--- src/rtl/jsu_pkg.sv ---
package jsu_pkg;

  localparam logic [1:0] KIND_DATA  = 2'd0;
  localparam logic [1:0] KIND_CLOSE = 2'd1;
  localparam logic [1:0] KIND_ERROR = 2'd2;

  localparam logic [2:0] ERR_OPEN_QUOTE   = 3'd0;
  localparam logic [2:0] ERR_UNTERM_STR   = 3'd1;
  localparam logic [2:0] ERR_UNTERM_ESC   = 3'd2;
  localparam logic [2:0] ERR_BAD_ESC      = 3'd3;
  localparam logic [2:0] ERR_SHORT_HEX    = 3'd4;
  localparam logic [2:0] ERR_BAD_HEX      = 3'd5;
  localparam logic [2:0] ERR_MISSING_LOW  = 3'd6;
  localparam logic [2:0] ERR_BAD_PAIR     = 3'd7;

  localparam int MAX_DATA = 4;

  typedef struct packed {
    logic [7:0] in_byte;
    logic       begin_req;
    logic       input_end;
  } jsu_in_t;

  typedef struct packed {
    logic [7:0] out_byte;
    logic [1:0] out_kind;
    logic [2:0] err_code;
    logic       run_last;
  } jsu_out_t;

  // Everything one input byte produces: up to four data bytes, then an
  // optional closing or error result.
  typedef struct packed {
    logic [MAX_DATA-1:0][7:0] data;
    logic [2:0]               n_data;
    logic                     has_term;
    logic [1:0]               term_kind;
    logic [2:0]               term_code;
  } jsu_bundle_t;

  typedef struct packed {
    logic push;
    logic full;
  } jsu_wr_ctl_t;

  typedef struct packed {
    logic pop;
    logic head_valid;
  } jsu_rd_ctl_t;

endpackage

--- src/rtl/json_string_unescaper_core.sv ---
// Streaming JSON string unescaper: takes the raw bytes of one quoted string,
// one per transfer on the text channel, and returns decoded UTF-8 bytes, a
// closing marker, or one error code on the dec channel; run_last marks the
// last result of each input byte. The input side takes one byte per cycle
// as long as the result queue (DEPTH entries) has room. The output side
// delivers one result per cycle unless the queue is empty or a low dec_ready
// stalls it; a \uXXXX escape yields up to three bytes and a surrogate
// pair four, each possibly followed by an error. Bytes that yield nothing
// never reach the queue. The first result of a byte passes through the
// result queue and then the output register before it is presented on the
// dec channel.
module json_string_unescaper_core #(
  parameter int DEPTH = 4
) (
  input  logic              clk,
  input  logic              rst,
  input  logic              text_valid,
  output logic              text_ready,
  input  jsu_pkg::jsu_in_t  text_item,
  output logic              dec_valid,
  input  logic              dec_ready,
  output jsu_pkg::jsu_out_t dec_item
);
  import jsu_pkg::*;

  logic        push;
  logic        pop;
  jsu_bundle_t wr_bundle;
  jsu_bundle_t head;
  jsu_wr_ctl_t wr_ctl;
  jsu_rd_ctl_t rd_ctl;

  jsu_front u_front (
    .clk        (clk),
    .rst        (rst),
    .text_valid (text_valid),
    .text_ready (text_ready),
    .text_item  (text_item),
    .q_full     (wr_ctl.full),
    .q_push     (push),
    .q_bundle   (wr_bundle)
  );

  jsu_fifo #(
    .DEPTH (DEPTH)
  ) u_fifo (
    .clk       (clk),
    .rst       (rst),
    .push      (push),
    .wr_bundle (wr_bundle),
    .pop       (pop),
    .wr_ctl    (wr_ctl),
    .rd_ctl    (rd_ctl),
    .head      (head)
  );

  jsu_back u_back (
    .clk       (clk),
    .rst       (rst),
    .rd_ctl    (rd_ctl),
    .head      (head),
    .pop       (pop),
    .dec_valid (dec_valid),
    .dec_ready (dec_ready),
    .dec_item  (dec_item)
  );

endmodule

--- src/rtl/jsu_front.sv ---
module jsu_front (
  input  logic                clk,
  input  logic                rst,
  input  logic                text_valid,
  output logic                text_ready,
  input  jsu_pkg::jsu_in_t    text_item,
  input  logic                q_full,
  output logic                q_push,
  output jsu_pkg::jsu_bundle_t q_bundle
);
  import jsu_pkg::*;

  typedef enum logic [2:0] {
    PH_HALT,
    PH_TEXT,
    PH_ESC,
    PH_HEX,
    PH_WANT_BS,
    PH_WANT_U
  } phase_t;

  localparam logic [7:0] CH_QUOTE  = 8'h22;
  localparam logic [7:0] CH_BSLASH = 8'h5C;
  localparam logic [7:0] CH_SLASH  = 8'h2F;
  localparam logic [7:0] CH_B      = 8'h62;
  localparam logic [7:0] CH_F      = 8'h66;
  localparam logic [7:0] CH_N      = 8'h6E;
  localparam logic [7:0] CH_R      = 8'h72;
  localparam logic [7:0] CH_T      = 8'h74;
  localparam logic [7:0] CH_U      = 8'h75;

  phase_t      phase, phase_next;
  logic [15:0] hex_value, hex_value_next;
  logic [1:0]  digit_count, digit_count_next;
  logic        bad_digit_seen, bad_digit_seen_next;
  logic [9:0]  high_half, high_half_next;
  logic        in_low_escape, in_low_escape_next;

  logic        accept;
  logic [7:0]  c;
  logic        is_end;
  logic [3:0]  digit;
  logic        digit_ok;
  logic [15:0] hex_full;
  logic [20:0] pair_cp;
  jsu_bundle_t b;

  assign text_ready = !q_full;
  assign accept     = text_valid && text_ready;
  assign c          = text_item.in_byte;
  assign is_end     = text_item.input_end;

  always_comb begin
    digit    = 4'd0;
    digit_ok = 1'b1;
    if (c inside {[8'h30:8'h39]}) begin
      digit = 4'(c - 8'h30);
    end else if (c inside {[8'h61:8'h66]}) begin
      digit = 4'(c - 8'h57);
    end else if (c inside {[8'h41:8'h46]}) begin
      digit = 4'(c - 8'h37);
    end else begin
      digit_ok = 1'b0;
    end
  end

  assign hex_full = {hex_value[11:0], digit};
  assign pair_cp  = 21'h10000 + {1'b0, high_half, 10'd0} + {11'd0, hex_full[9:0]};

  always_comb begin
    phase_next          = phase;
    hex_value_next      = hex_value;
    digit_count_next    = digit_count;
    bad_digit_seen_next = bad_digit_seen;
    high_half_next      = high_half;
    in_low_escape_next  = in_low_escape;
    b                   = '0;

    if (text_item.begin_req) begin
      hex_value_next      = '0;
      digit_count_next    = '0;
      bad_digit_seen_next = 1'b0;
      high_half_next      = '0;
      in_low_escape_next  = 1'b0;
      if (c != CH_QUOTE) begin
        b.has_term = 1'b1; b.term_kind = KIND_ERROR; b.term_code = ERR_OPEN_QUOTE;
        phase_next = PH_HALT;
      end else if (is_end) begin
        b.has_term = 1'b1; b.term_kind = KIND_ERROR; b.term_code = ERR_UNTERM_STR;
        phase_next = PH_HALT;
      end else begin
        phase_next = PH_TEXT;
      end
    end else begin
      case (phase)
        PH_TEXT: begin
          if (c == CH_QUOTE) begin
            b.has_term = 1'b1; b.term_kind = KIND_CLOSE;
            phase_next = PH_HALT;
          end else if (c == CH_BSLASH) begin
            phase_next = PH_ESC;
            if (is_end) begin
              b.has_term = 1'b1; b.term_kind = KIND_ERROR; b.term_code = ERR_UNTERM_ESC;
              phase_next = PH_HALT;
            end
          end else begin
            b.data[0] = c;
            b.n_data  = 3'd1;
            if (is_end) begin
              b.has_term = 1'b1; b.term_kind = KIND_ERROR; b.term_code = ERR_UNTERM_STR;
              phase_next = PH_HALT;
            end
          end
        end
        PH_ESC: begin
          if (c inside {CH_QUOTE, CH_BSLASH, CH_SLASH, CH_B, CH_F, CH_N, CH_R, CH_T}) begin
            case (c)
              CH_B:    b.data[0] = 8'h08;
              CH_F:    b.data[0] = 8'h0C;
              CH_N:    b.data[0] = 8'h0A;
              CH_R:    b.data[0] = 8'h0D;
              CH_T:    b.data[0] = 8'h09;
              default: b.data[0] = c;
            endcase
            b.n_data   = 3'd1;
            phase_next = PH_TEXT;
            if (is_end) begin
              b.has_term = 1'b1; b.term_kind = KIND_ERROR; b.term_code = ERR_UNTERM_STR;
              phase_next = PH_HALT;
            end
          end else if (c == CH_U) begin
            phase_next          = PH_HEX;
            hex_value_next      = '0;
            digit_count_next    = '0;
            bad_digit_seen_next = 1'b0;
            in_low_escape_next  = 1'b0;
            if (is_end) begin
              b.has_term = 1'b1; b.term_kind = KIND_ERROR; b.term_code = ERR_SHORT_HEX;
              phase_next = PH_HALT;
            end
          end else begin
            b.has_term = 1'b1; b.term_kind = KIND_ERROR; b.term_code = ERR_BAD_ESC;
            phase_next = PH_HALT;
          end
        end
        PH_HEX: begin
          hex_value_next      = hex_full;
          bad_digit_seen_next = bad_digit_seen || !digit_ok;
          if (digit_count != 2'd3) begin
            digit_count_next = digit_count + 2'd1;
            if (is_end) begin
              b.has_term = 1'b1; b.term_kind = KIND_ERROR; b.term_code = ERR_SHORT_HEX;
              phase_next = PH_HALT;
            end
          end else begin
            digit_count_next = 2'd0;
            if (bad_digit_seen || !digit_ok) begin
              b.has_term = 1'b1; b.term_kind = KIND_ERROR; b.term_code = ERR_BAD_HEX;
              phase_next = PH_HALT;
            end else if (in_low_escape) begin
              in_low_escape_next = 1'b0;
              if (hex_full inside {[16'hDC00:16'hDFFF]}) begin
                b.data[0]  = {5'b11110, pair_cp[20:18]};
                b.data[1]  = {2'b10, pair_cp[17:12]};
                b.data[2]  = {2'b10, pair_cp[11:6]};
                b.data[3]  = {2'b10, pair_cp[5:0]};
                b.n_data   = 3'd4;
                phase_next = PH_TEXT;
                if (is_end) begin
                  b.has_term = 1'b1; b.term_kind = KIND_ERROR;
                  b.term_code = ERR_UNTERM_STR;
                  phase_next = PH_HALT;
                end
              end else begin
                b.has_term = 1'b1; b.term_kind = KIND_ERROR; b.term_code = ERR_BAD_PAIR;
                phase_next = PH_HALT;
              end
            end else if (hex_full inside {[16'hD800:16'hDBFF]}) begin
              high_half_next = hex_full[9:0];
              phase_next     = PH_WANT_BS;
              if (is_end) begin
                b.has_term = 1'b1; b.term_kind = KIND_ERROR; b.term_code = ERR_MISSING_LOW;
                phase_next = PH_HALT;
              end
            end else begin
              if (hex_full < 16'h0080) begin
                b.data[0] = hex_full[7:0];
                b.n_data  = 3'd1;
              end else if (hex_full < 16'h0800) begin
                b.data[0] = {3'b110, hex_full[10:6]};
                b.data[1] = {2'b10, hex_full[5:0]};
                b.n_data  = 3'd2;
              end else begin
                b.data[0] = {4'b1110, hex_full[15:12]};
                b.data[1] = {2'b10, hex_full[11:6]};
                b.data[2] = {2'b10, hex_full[5:0]};
                b.n_data  = 3'd3;
              end
              phase_next = PH_TEXT;
              if (is_end) begin
                b.has_term = 1'b1; b.term_kind = KIND_ERROR; b.term_code = ERR_UNTERM_STR;
                phase_next = PH_HALT;
              end
            end
          end
        end
        PH_WANT_BS: begin
          if (c == CH_BSLASH && !is_end) begin
            phase_next = PH_WANT_U;
          end else begin
            b.has_term = 1'b1; b.term_kind = KIND_ERROR; b.term_code = ERR_MISSING_LOW;
            phase_next = PH_HALT;
          end
        end
        PH_WANT_U: begin
          if (c == CH_U) begin
            phase_next          = PH_HEX;
            hex_value_next      = '0;
            digit_count_next    = '0;
            bad_digit_seen_next = 1'b0;
            in_low_escape_next  = 1'b1;
            if (is_end) begin
              b.has_term = 1'b1; b.term_kind = KIND_ERROR; b.term_code = ERR_SHORT_HEX;
              phase_next = PH_HALT;
            end
          end else begin
            b.has_term = 1'b1; b.term_kind = KIND_ERROR; b.term_code = ERR_MISSING_LOW;
            phase_next = PH_HALT;
          end
        end
        default: begin
          phase_next = phase;
        end
      endcase
    end
  end

  // Bytes that produce no result (inside an escape, or while halted) are
  // absorbed here and never reach the queue.
  assign q_push   = accept && (b.has_term || (b.n_data != 3'd0));
  assign q_bundle = b;

  always_ff @(posedge clk) begin
    if (rst) begin
      phase          <= PH_HALT;
      hex_value      <= '0;
      digit_count    <= '0;
      bad_digit_seen <= 1'b0;
      high_half      <= '0;
      in_low_escape  <= 1'b0;
    end else if (accept) begin
      phase          <= phase_next;
      hex_value      <= hex_value_next;
      digit_count    <= digit_count_next;
      bad_digit_seen <= bad_digit_seen_next;
      high_half      <= high_half_next;
      in_low_escape  <= in_low_escape_next;
    end
  end

endmodule

--- src/rtl/jsu_fifo.sv ---
module jsu_fifo #(
  parameter int DEPTH = 4
) (
  input  logic                 clk,
  input  logic                 rst,
  input  logic                 push,
  input  jsu_pkg::jsu_bundle_t wr_bundle,
  input  logic                 pop,
  output jsu_pkg::jsu_wr_ctl_t wr_ctl,
  output jsu_pkg::jsu_rd_ctl_t rd_ctl,
  output jsu_pkg::jsu_bundle_t head
);
  import jsu_pkg::*;

  localparam int PTR_W = (DEPTH > 1) ? $clog2(DEPTH) : 1;
  localparam int CNT_W = $clog2(DEPTH + 1);

  jsu_bundle_t        mem [DEPTH];
  logic [PTR_W-1:0]   wr_ptr;
  logic [PTR_W-1:0]   rd_ptr;
  logic [CNT_W-1:0]   count;
  logic               do_push;
  logic               do_pop;

  assign wr_ctl.push       = push;
  assign wr_ctl.full       = (count == CNT_W'(DEPTH));
  assign rd_ctl.pop        = pop;
  assign rd_ctl.head_valid = (count != '0);
  assign head              = mem[rd_ptr];

  assign do_push = push && !wr_ctl.full;
  assign do_pop  = pop && rd_ctl.head_valid;

  always_ff @(posedge clk) begin
    if (do_push) begin
      mem[wr_ptr] <= wr_bundle;
    end
  end

  always_ff @(posedge clk) begin
    if (rst) begin
      wr_ptr <= '0;
      rd_ptr <= '0;
      count  <= '0;
    end else begin
      if (do_push) begin
        wr_ptr <= (wr_ptr == PTR_W'(DEPTH - 1)) ? '0 : wr_ptr + 1'b1;
      end
      if (do_pop) begin
        rd_ptr <= (rd_ptr == PTR_W'(DEPTH - 1)) ? '0 : rd_ptr + 1'b1;
      end
      if (do_push && !do_pop) begin
        count <= count + 1'b1;
      end else if (do_pop && !do_push) begin
        count <= count - 1'b1;
      end
    end
  end

endmodule

--- src/rtl/jsu_back.sv ---
module jsu_back (
  input  logic                 clk,
  input  logic                 rst,
  input  jsu_pkg::jsu_rd_ctl_t rd_ctl,
  input  jsu_pkg::jsu_bundle_t head,
  output logic                 pop,
  output logic                 dec_valid,
  input  logic                 dec_ready,
  output jsu_pkg::jsu_out_t    dec_item
);
  import jsu_pkg::*;

  logic [2:0] pos;
  logic [2:0] n_res;
  logic       last;
  logic       load;
  jsu_out_t   cur;

  assign n_res = head.n_data + {2'b00, head.has_term};
  assign last  = (pos == n_res - 3'd1);
  assign load  = rd_ctl.head_valid && (!dec_valid || dec_ready);
  assign pop   = load && last;

  always_comb begin
    cur = '0;
    if (pos < head.n_data) begin
      cur.out_byte = head.data[pos[1:0]];
      cur.out_kind = KIND_DATA;
    end else begin
      cur.out_kind = head.term_kind;
      cur.err_code = (head.term_kind == KIND_ERROR) ? head.term_code : 3'd0;
    end
    cur.run_last = last;
  end

  always_ff @(posedge clk) begin
    if (rst) begin
      dec_valid <= 1'b0;
      pos       <= '0;
    end else if (load) begin
      dec_valid <= 1'b1;
      pos       <= last ? 3'd0 : pos + 3'd1;
    end else if (dec_ready) begin
      dec_valid <= 1'b0;
    end
  end

  always_ff @(posedge clk) begin
    if (load) begin
      dec_item <= cur;
    end
  end

endmodule

--- config.mk ---
export PLATFORM = sky130hd
export DESIGN_NAME = json_string_unescaper_core
export DESIGN_NICKNAME = d
export VERILOG_FILES = /design/src/rtl/jsu_pkg.sv /design/src/rtl/json_string_unescaper_core.sv /design/src/rtl/jsu_front.sv /design/src/rtl/jsu_fifo.sv /design/src/rtl/jsu_back.sv
export SDC_FILE = /design/constraint.sdc
export NUM_CORES = 1
export LEC_CHECK = 0
export ABC_CLOCK_PERIOD_IN_PS = 4010
export BUFFER_PORTS_ARGS = -buffer_cell sky130_fd_sc_hd__buf_4
export CAP_MARGIN = 20
export CORE_ASPECT_RATIO = 1.1
export CORE_MARGIN = 2
export CORE_UTILIZATION = 60
export CTS_CLUSTER_DIAMETER = 80
export DETAILED_ROUTE_END_ITERATION = 16
export GPL_TIMING_DRIVEN = 1
export MAX_ROUTING_LAYER = met4
export PLACE_DENSITY = 0.81
export REMOVE_ABC_BUFFERS = 1
export SLEW_MARGIN = 5
export SYNTH_ARGS = -nofsm -noshare
export SYNTH_HDL_FRONTEND = slang
export SYNTH_SLANG_ARGS = --single-unit
--- constraint.sdc ---
create_clock -name clk -period 4.01 [get_ports clk]
set_input_delay 0.6015 -clock clk [delete_from_list [all_inputs] [get_ports clk]]
set_output_delay 0.6015 -clock clk [all_outputs]
set_load 0.005 [all_outputs]
==> results.py, run 1 <==
metrics = {
    "outcome": {
        "status": "complete, no violations",
    },
    "yosys": {
        "synth_warnings": 0,
        "syn_area_per_cell_um2": 13.7,
        "ys_seq_area_share_pct": 59.7,
        "synth_edf_count": 166,
        "ys_types": 79,
        "syn-instance-count": 714,
        "synth_area_leader_cell": "edfxtp_1",
        "synth_ff_type": "edfxtp_1",
        "ys_ff_latch": 208,
        "synth_top_area_share_pct": 51.1,
        "synth_area_um2": 9760,
        "synth_area_leaders": "edfxtp_1 (51%), mux4_2 (10%), dfxtp_1 (8.6%), ha_1 (2.2%), nand2_1 (2.1%)",
        "async_reset_ff_share_pct": 0,
    },
    "clock_tree": {
        "cts_max_level": 1,
        "cts_hold_buffers": 0,
        "clock-sinks": 208,
        "clockBufferDepth": 3,
        "cts_buffers": 20,
        "clk_pin_slew_ns": 0.06,
        "ctsResizeCount": 0,
        "cts_tree": "built",
        "cts-root-buf": "clkbuf_16",
        "clkLatencyLatePin_ns": 0.50,
        "post_cts_buffers": 0,
    },
    "placed_design": {
        "dpl.hpwl_um": 14700,
        "place_congestion": 0.906,
        "io_buffers": 29,
    },
    "detailed_routing": {
        "viasPerCell": 6.58,
        "drtIter0Drc": 737,
        "post-route-drc-count": 0,
        "vias": 6355,
        "wire_per_inst_um": 23.3,
        "routed_wl_um": 22500,
        "antenna_left": 0,
        "firstDrtPassIters": 5,
    },
    "sta": {
        "fin_crit_sh_pct": 87.9,
        "clock_skew_ns": 0.00967,
        "fmax_ghz": 0.284,
        "rsz0062_at_grt": "no",
        "drv_slew": 0,
        "slew_headroom_pct": 28.2,
        "final_hold_viol_count": 0,
        "setup_tns_ns": 0,
        "worst_pin_slew_ns": 1.07,
        "period_minus_slack_ns": 3.53,
        "setup_viol": 0,
    },
    "floorplanning": {
        "fp-row-count": 48,
        "die_area_um2": 17300,
        "chipWidth_um": 126,
        "io_pins": 30,
        "start_util_pct": 61.8,
        "dieHeight_um": 138,
        "core_um2": 15800,
    },
    "hold_path": {
        "hp-start": "dec_ready",
        "hp-class": "input pin to flop",
    },
    "global_route": {
        "grt_max_degree": 39,
        "track_usage_pct": 27.4,
        "grt.overflow.total": 0,
        "grt_antenna_before_repair": 0,
        "grt_pass1_wl_um": 35400,
        "first_global_vias": 6407,
    },
    "finish": {
        "syn2layout_area_growth_pct": 12.0,
        "n_fill_cell": 1036,
        "insertedDiodeCount": 0,
        "drive_above_1_share_pct": 19.6,
        "num-nets-final": 784,
    },
    "pwr": {
        "p_leak_nw": 3.91,
        "power.total_mw": 5.14,
        "p_per_area_nw_per_um2": 470,
        "ir_worst_vdd_mv": 0.282,
    },
    "critical_path": {
        "worstPathMaxFanout": 11,
        "worstPathCellList": "buf_4, mux4_2, inv_1, ha_1, xnor2_1, nor3_2, nand2_1, ha_1, inv_1, fa_1, xor2_1, or3_1, a21oi_1",
        "start_kind": "flop",
        "crit_path_end_kind": "flop",
        "cp.arrival_ns": 3.95,
        "slowest_stage": "mux4_2",
        "critical_path_class": "flop to flop",
        "reg2reg_slack_ns": 0.48,
        "slowest_delay_ns": 0.54,
        "required_ns": 4.43,
    },
    "job": {
        "cap_violations": 0,
    },
}
==> registers in the layout, summed over array words and instances, names as in the netlist, named ones only <==
| name | cells |
|---|---|
| u_fifo.mem | 152 |
| u_front.in_low_escape | 1 |
| u_back.dec_item | 14 |
| u_fifo.rd_ptr | 2 |
| u_front.phase | 3 |
| u_front.high_half | 10 |
| u_front.bad_digit_seen | 1 |
| u_front.hex_value | 12 |
| u_fifo.wr_ptr | 2 |
| u_front.digit_count | 2 |
| u_back.dec_valid | 1 |
| u_back.pos | 3 |
| u_fifo.count | 3 |
==> Yosys cell counts (3+ instances only) <==
library cell,n
o21bai_1,3
mux4_2,45
buf_2,7
nand3_1,10
a21o_1,3
xnor2_1,5
o21ai_0,33
ha_1,17
xor2_1,3
o22ai_1,3
a21oi_1,37
o21a_1,3
dfxtp_1,42
edfxtp_1,166
a22o_1,12
clkbuf_1,22
mux2i_1,19
nor2b_1,14
nor2_1,41
nand4_1,3
nand2b_1,24
nor4_1,6
a22oi_1,5
nand2_1,55
nor3_1,12
inv_1,25
o31ai_1,4
o21ai_1,3
and2_1,15
a31oi_1,8
or3_1,7
o2bb2ai_1,3
==> power breakdown <==
group	leakage [nW]	internal [mW]	switching, mW
clock	0.312	1.07	0.783
combinational	1.52	0.371	0.401
sequential	2.08	2.45	0.0613
total	3.91	3.90	1.25
==> metal layers <==
layer	GRT usage, %	up-vias	routed length, µm
met2	45.6	295	11400
met5	-	-	0
met3	3.46	54	1580
li1	-	2815	-
met1	35.0	3191	8830
met4	10.2	0	724
==> critical path, delay by kind of cell (launching register included) <==
kind,cells,cell delay (ns)
buffers and inverters,3,0.46
multiplexers,1,0.54
AO/OA/AOI/OAI,1,0.14
adder cells (fa/ha/maj),3,0.77
AND/OR/NAND/NOR,3,0.94
flip-flops,1,0.38
XOR/XNOR,2,0.22
==> placed cells by master, fill, tap and decap left out, drive strengths merged, types with 4 or more instances in the layout <==
master,netlist,layout
edfxtp,166,166
nand2,56,56
buf,10,49
mux4,45,45
dfxtp,42,42
nor2,41,41
a21oi,38,38
o21ai,36,36
clkbuf,23,30
inv,26,27
nand2b,24,24
mux2i,19,19
ha,17,17
and2,17,17
nor2b,14,14
nor3,14,14
a22o,12,12
nand3,11,11
a31oi,9,9
nor4,8,8
or3,7,7
a22oi,5,5
xnor2,5,5
o31ai,5,5
a21o,4,4
nand4,4,4
nor4b,4,4
==> metrics by stage <==
stage,instance area (µm²),setup slack (ns),utilization (%),hold slack [ns],cells
floorplan,9620,-0.479,-,0.432,681
global placement,10300,0.158,65.1,0.446,930
detailed placement,10300,0.0278,65.1,0.457,930
CTS,10900,0.488,69.2,0.412,966
global route,10900,0.278,69.2,0.446,966
finish,10900,0.485,69.2,0.426,966
==> layout make-up <==
class	count	area (µm²)	area share [%]
Sequential cell	208	5830	53.3
Multi-Input combinational cell	447	3690	33.8
Clock buffer	30	579	5.30
Timing Repair Buffer	49	418	3.82
Tap cell	200	250	2.29
Inverter	26	97.6	0.893
Clock inverter	6	65.1	0.595
==> final timing paths <==
| path | endpoint | cells after the start |
|---|---|---|
| worst max register to register | u_fifo.count[2] | 13 |
| worst min-delay path | u_back.dec_valid | 4 |
| worst max-delay path | u_fifo.count[2] | 13 |
| worst min register to register | u_front.high_half[3] | 1 |
==> logic make-up after synthesis <==
logic type	synth area share [%]
adders and majority gates	2.38
buffers and inverters	2.47
and+or+nand+nor	12.5
DFF	59.7
AOI/OAI and AO/OA	9.60
muxes	12.6
xor gates and xnor gates	0.718
No activity file was read; power rests on OpenSTA's default activity.
==> inputs of run 2 (changes only) <==
--- a/config.mk
+++ b/config.mk
@@ -8,14 +8,16 @@
 export ABC_CLOCK_PERIOD_IN_PS = 4010
 export BUFFER_PORTS_ARGS = -buffer_cell sky130_fd_sc_hd__buf_4
 export CAP_MARGIN = 20
+export CELL_PAD_IN_SITES_DETAIL_PLACEMENT = 2
+export CELL_PAD_IN_SITES_GLOBAL_PLACEMENT = 2
 export CORE_ASPECT_RATIO = 1.1
 export CORE_MARGIN = 2
-export CORE_UTILIZATION = 60
+export CORE_UTILIZATION = 45
 export CTS_CLUSTER_DIAMETER = 80
 export DETAILED_ROUTE_END_ITERATION = 16
 export GPL_TIMING_DRIVEN = 1
 export MAX_ROUTING_LAYER = met4
-export PLACE_DENSITY = 0.81
+export PLACE_DENSITY = 0.84
 export REMOVE_ABC_BUFFERS = 1
 export SLEW_MARGIN = 5
 export SYNTH_ARGS = -nofsm -noshare
==> run 2 against run 1 <==
Effect of this change:
- fmax shrank 6.3%
- final area grew 1.9%
- non-clock buffer count rose by 1
- count of clock-buffer cells in the layout decreased by 2
- utilization down 17 points
- combinational power up 5.1%
- first-iteration DRC count fell by 26%
- register-to-register slack got worse by 0.24 ns
- sequential power barely moved
- final cell count grew 9.9%
- total power grew 5.4%
- critical path type unchanged
==> results.py, run 2 (synthesis gave the netlist of run 1 again) <==
metrics = {
    "critical_path": {
        "start_kind": "flop",
        "worstPathCellList": "buf_4, mux4_2, xnor2_1, nor3_2, nand2_1, ha_1, inv_1, fa_1, xor2_1, or3_1, a21oi_1",
        "worstPathMaxFanout": 30,
        "slowest_stage": "dfxtp_1",
        "slowest_delay_ns": 0.69,
        "r2r_cells": 11,
        "required_ns": 4.45,
        "crit_path_end_kind": "flop",
        "critical_path_class": "flop to flop",
        "cp.arrival_ns": 4.20,
    },
    "floorplanning": {
        "io_pins": 30,
        "chipWidth_um": 144,
        "fp-row-count": 56,
        "start_util_pct": 45.8,
        "die_area_um2": 22900,
        "core_um2": 21300,
        "dieHeight_um": 158,
    },
    "clock_tree": {
        "cts_hold_buffers": 0,
        "cts_buffers": 23,
        "cts_tree": "built",
        "clockBufferDepth": 3,
        "clk_pin_slew_ns": 0.06,
        "clock-sinks": 208,
        "clkLatencyLatePin_ns": 0.51,
        "cts-root-buf": "clkbuf_16",
        "cts_max_level": 1,
    },
    "finish": {
        "final_common_cell": "edfxtp_1",
        "num-nets-final": 788,
        "largest_register_ffs": 152,
        "insertedDiodeCount": 0,
        "regMostFlops": "u_fifo.mem",
        "syn2layout_area_growth_pct": 14.1,
        "stdcell_count": 1062,
        "top_regs": "u_fifo.mem: 152 flops, u_back.dec_item: 14 flops, u_front.hex_value: 12 flops",
        "drive_above_1_share_pct": 20.1,
        "final_cell_mix": "edfxtp_1 (166), nand2_1 (55), mux4_2 (45), buf_4 (45)",
    },
    "detailed_routing": {
        "firstDrtPassIters": 5,
        "viasPerCell": 6.14,
        "antenna_left": 0,
        "wire_per_inst_um": 27.5,
        "routed_wl_um": 29200,
        "drtIter0Drc": 543,
        "vias": 6519,
        "post-route-drc-count": 0,
    },
    "pwr": {
        "p_switching_mw": 1.38,
        "p_seq_share_pct": 46.5,
        "ir_worst_vdd_mv": 0.247,
        "pwr-share-comb_pct": 15.0,
        "p_leak_nw": 3.95,
        "pwr-share-clk_pct": 38.5,
        "p_per_area_nw_per_um2": 486,
        "p_int_mw": 4.04,
        "swShare_pct": 25.5,
    },
    "job": {
        "cap_violations": 0,
    },
    "sta": {
        "worst_pin_slew_ns": 0.936,
        "final_hold_viol_count": 0,
        "fin_crit_sh_pct": 93.9,
        "setup_viol": 0,
        "drv_slew": 0,
        "rsz0062_at_grt": "no",
        "slew_headroom_pct": 37.6,
        "setup_tns_ns": 0,
        "clock_skew_ns": 0.0188,
        "fmax_ghz": 0.266,
        "period_minus_slack_ns": 3.76,
    },
    "global_route": {
        "track_usage_pct": 27.1,
        "grt.overflow.total": 0,
        "grt_antenna_before_repair": 0,
        "grt_pass1_wl_um": 44800,
        "grt_max_degree": 39,
        "first_global_vias": 7126,
    },
    "outcome": {
        "status": "complete, no violations",
    },
    "placed_design": {
        "place_congestion": 0.890,
        "io_buffers": 29,
        "dp_cells": 1021,
        "dpl.hpwl_um": 19500,
    },
    "hold_path": {
        "holdPathStages": 4,
        "hp-class": "input pin to flop",
    },
}
==> run 2: power by group through the flow <==
stage	combinational [mW]	sequential (mW)	clock [mW]
final	0.811	2.52	2.09
after global routing	0.891	2.54	2.18
after CTS	0.828	2.52	2.11
after detailed placement	0.815	2.56	0
after global placement	0.754	2.55	0
after floorplan	0.412	2.60	0
==> run 2: repair_timing <==
action,CTS,global route
hold endpoints to repair,0,0
setup buffers,0,0
setup endpoints to repair,0,1
resized for setup,0,1
==> run 2: final cells by class <==
| cell class | count | area (µm²) |
|---|---|---|
| fill | 2041 | 10200 |
| sequential | 208 | 5830 |
| multi-input combinational | 447 | 3690 |
| clock buffer | 28 | 604 |
| timing repair buffer | 50 | 423 |
| tap | 290 | 363 |
| clock inverter | 13 | 130 |
| inverter | 26 | 97.6 |
==> run 2: worst paths after layout <==
path	start	endpoint	slack (ns)
setup / recovery	flop	u_fifo.count[2]	0.25
hold reg to reg	u_front.digit_count[1]	u_front.digit_count[1]	0.50
hold / removal	dec_ready	u_back.dec_valid	0.38
setup reg to reg	flop	u_fifo.count[2]	0.25
==> run 2: per-stage QoR <==
stage | hold slack (ns) | power [mW] | setup WS, ns | area (µm²) | util, %
global route | 0.428 | 5.61 | 0.0172 | 11100 | 52.3
CTS | 0.365 | 5.46 | 0.197 | 11100 | 52.3
detailed placement | 0.470 | 3.38 | -0.122 | 10400 | 48.8
floorplan | 0.432 | 3.02 | -0.479 | 9620 | -
global placement | 0.448 | 3.30 | 0.120 | 10400 | 48.8
finish | 0.378 | 5.42 | 0.246 | 11100 | 52.3
==> run 2: routing by layer <==
metal / global-route usage (%) / vias to the layer above / share of wire, %
met5: - / - / 0
met4: 8.69 / 0 / 3.2
met3: 3.16 / 79 / 4.2
met2: 45.1 / 218 / 50
met1: 35.0 / 3397 / 43
li1: - / 2825 / -
==> run 2: critical path, delay by kind of cell, from the launching register on <==
kind / cells / cell delay (ns)
buffers and inverters: 2 / 0.59
AND/OR/NAND/NOR: 3 / 0.68
adder cells (fa/ha/maj): 2 / 0.73
multiplexers: 1 / 0.42
AO/OA/AOI/OAI: 1 / 0.14
flip-flops: 1 / 0.69
XOR/XNOR: 2 / 0.43
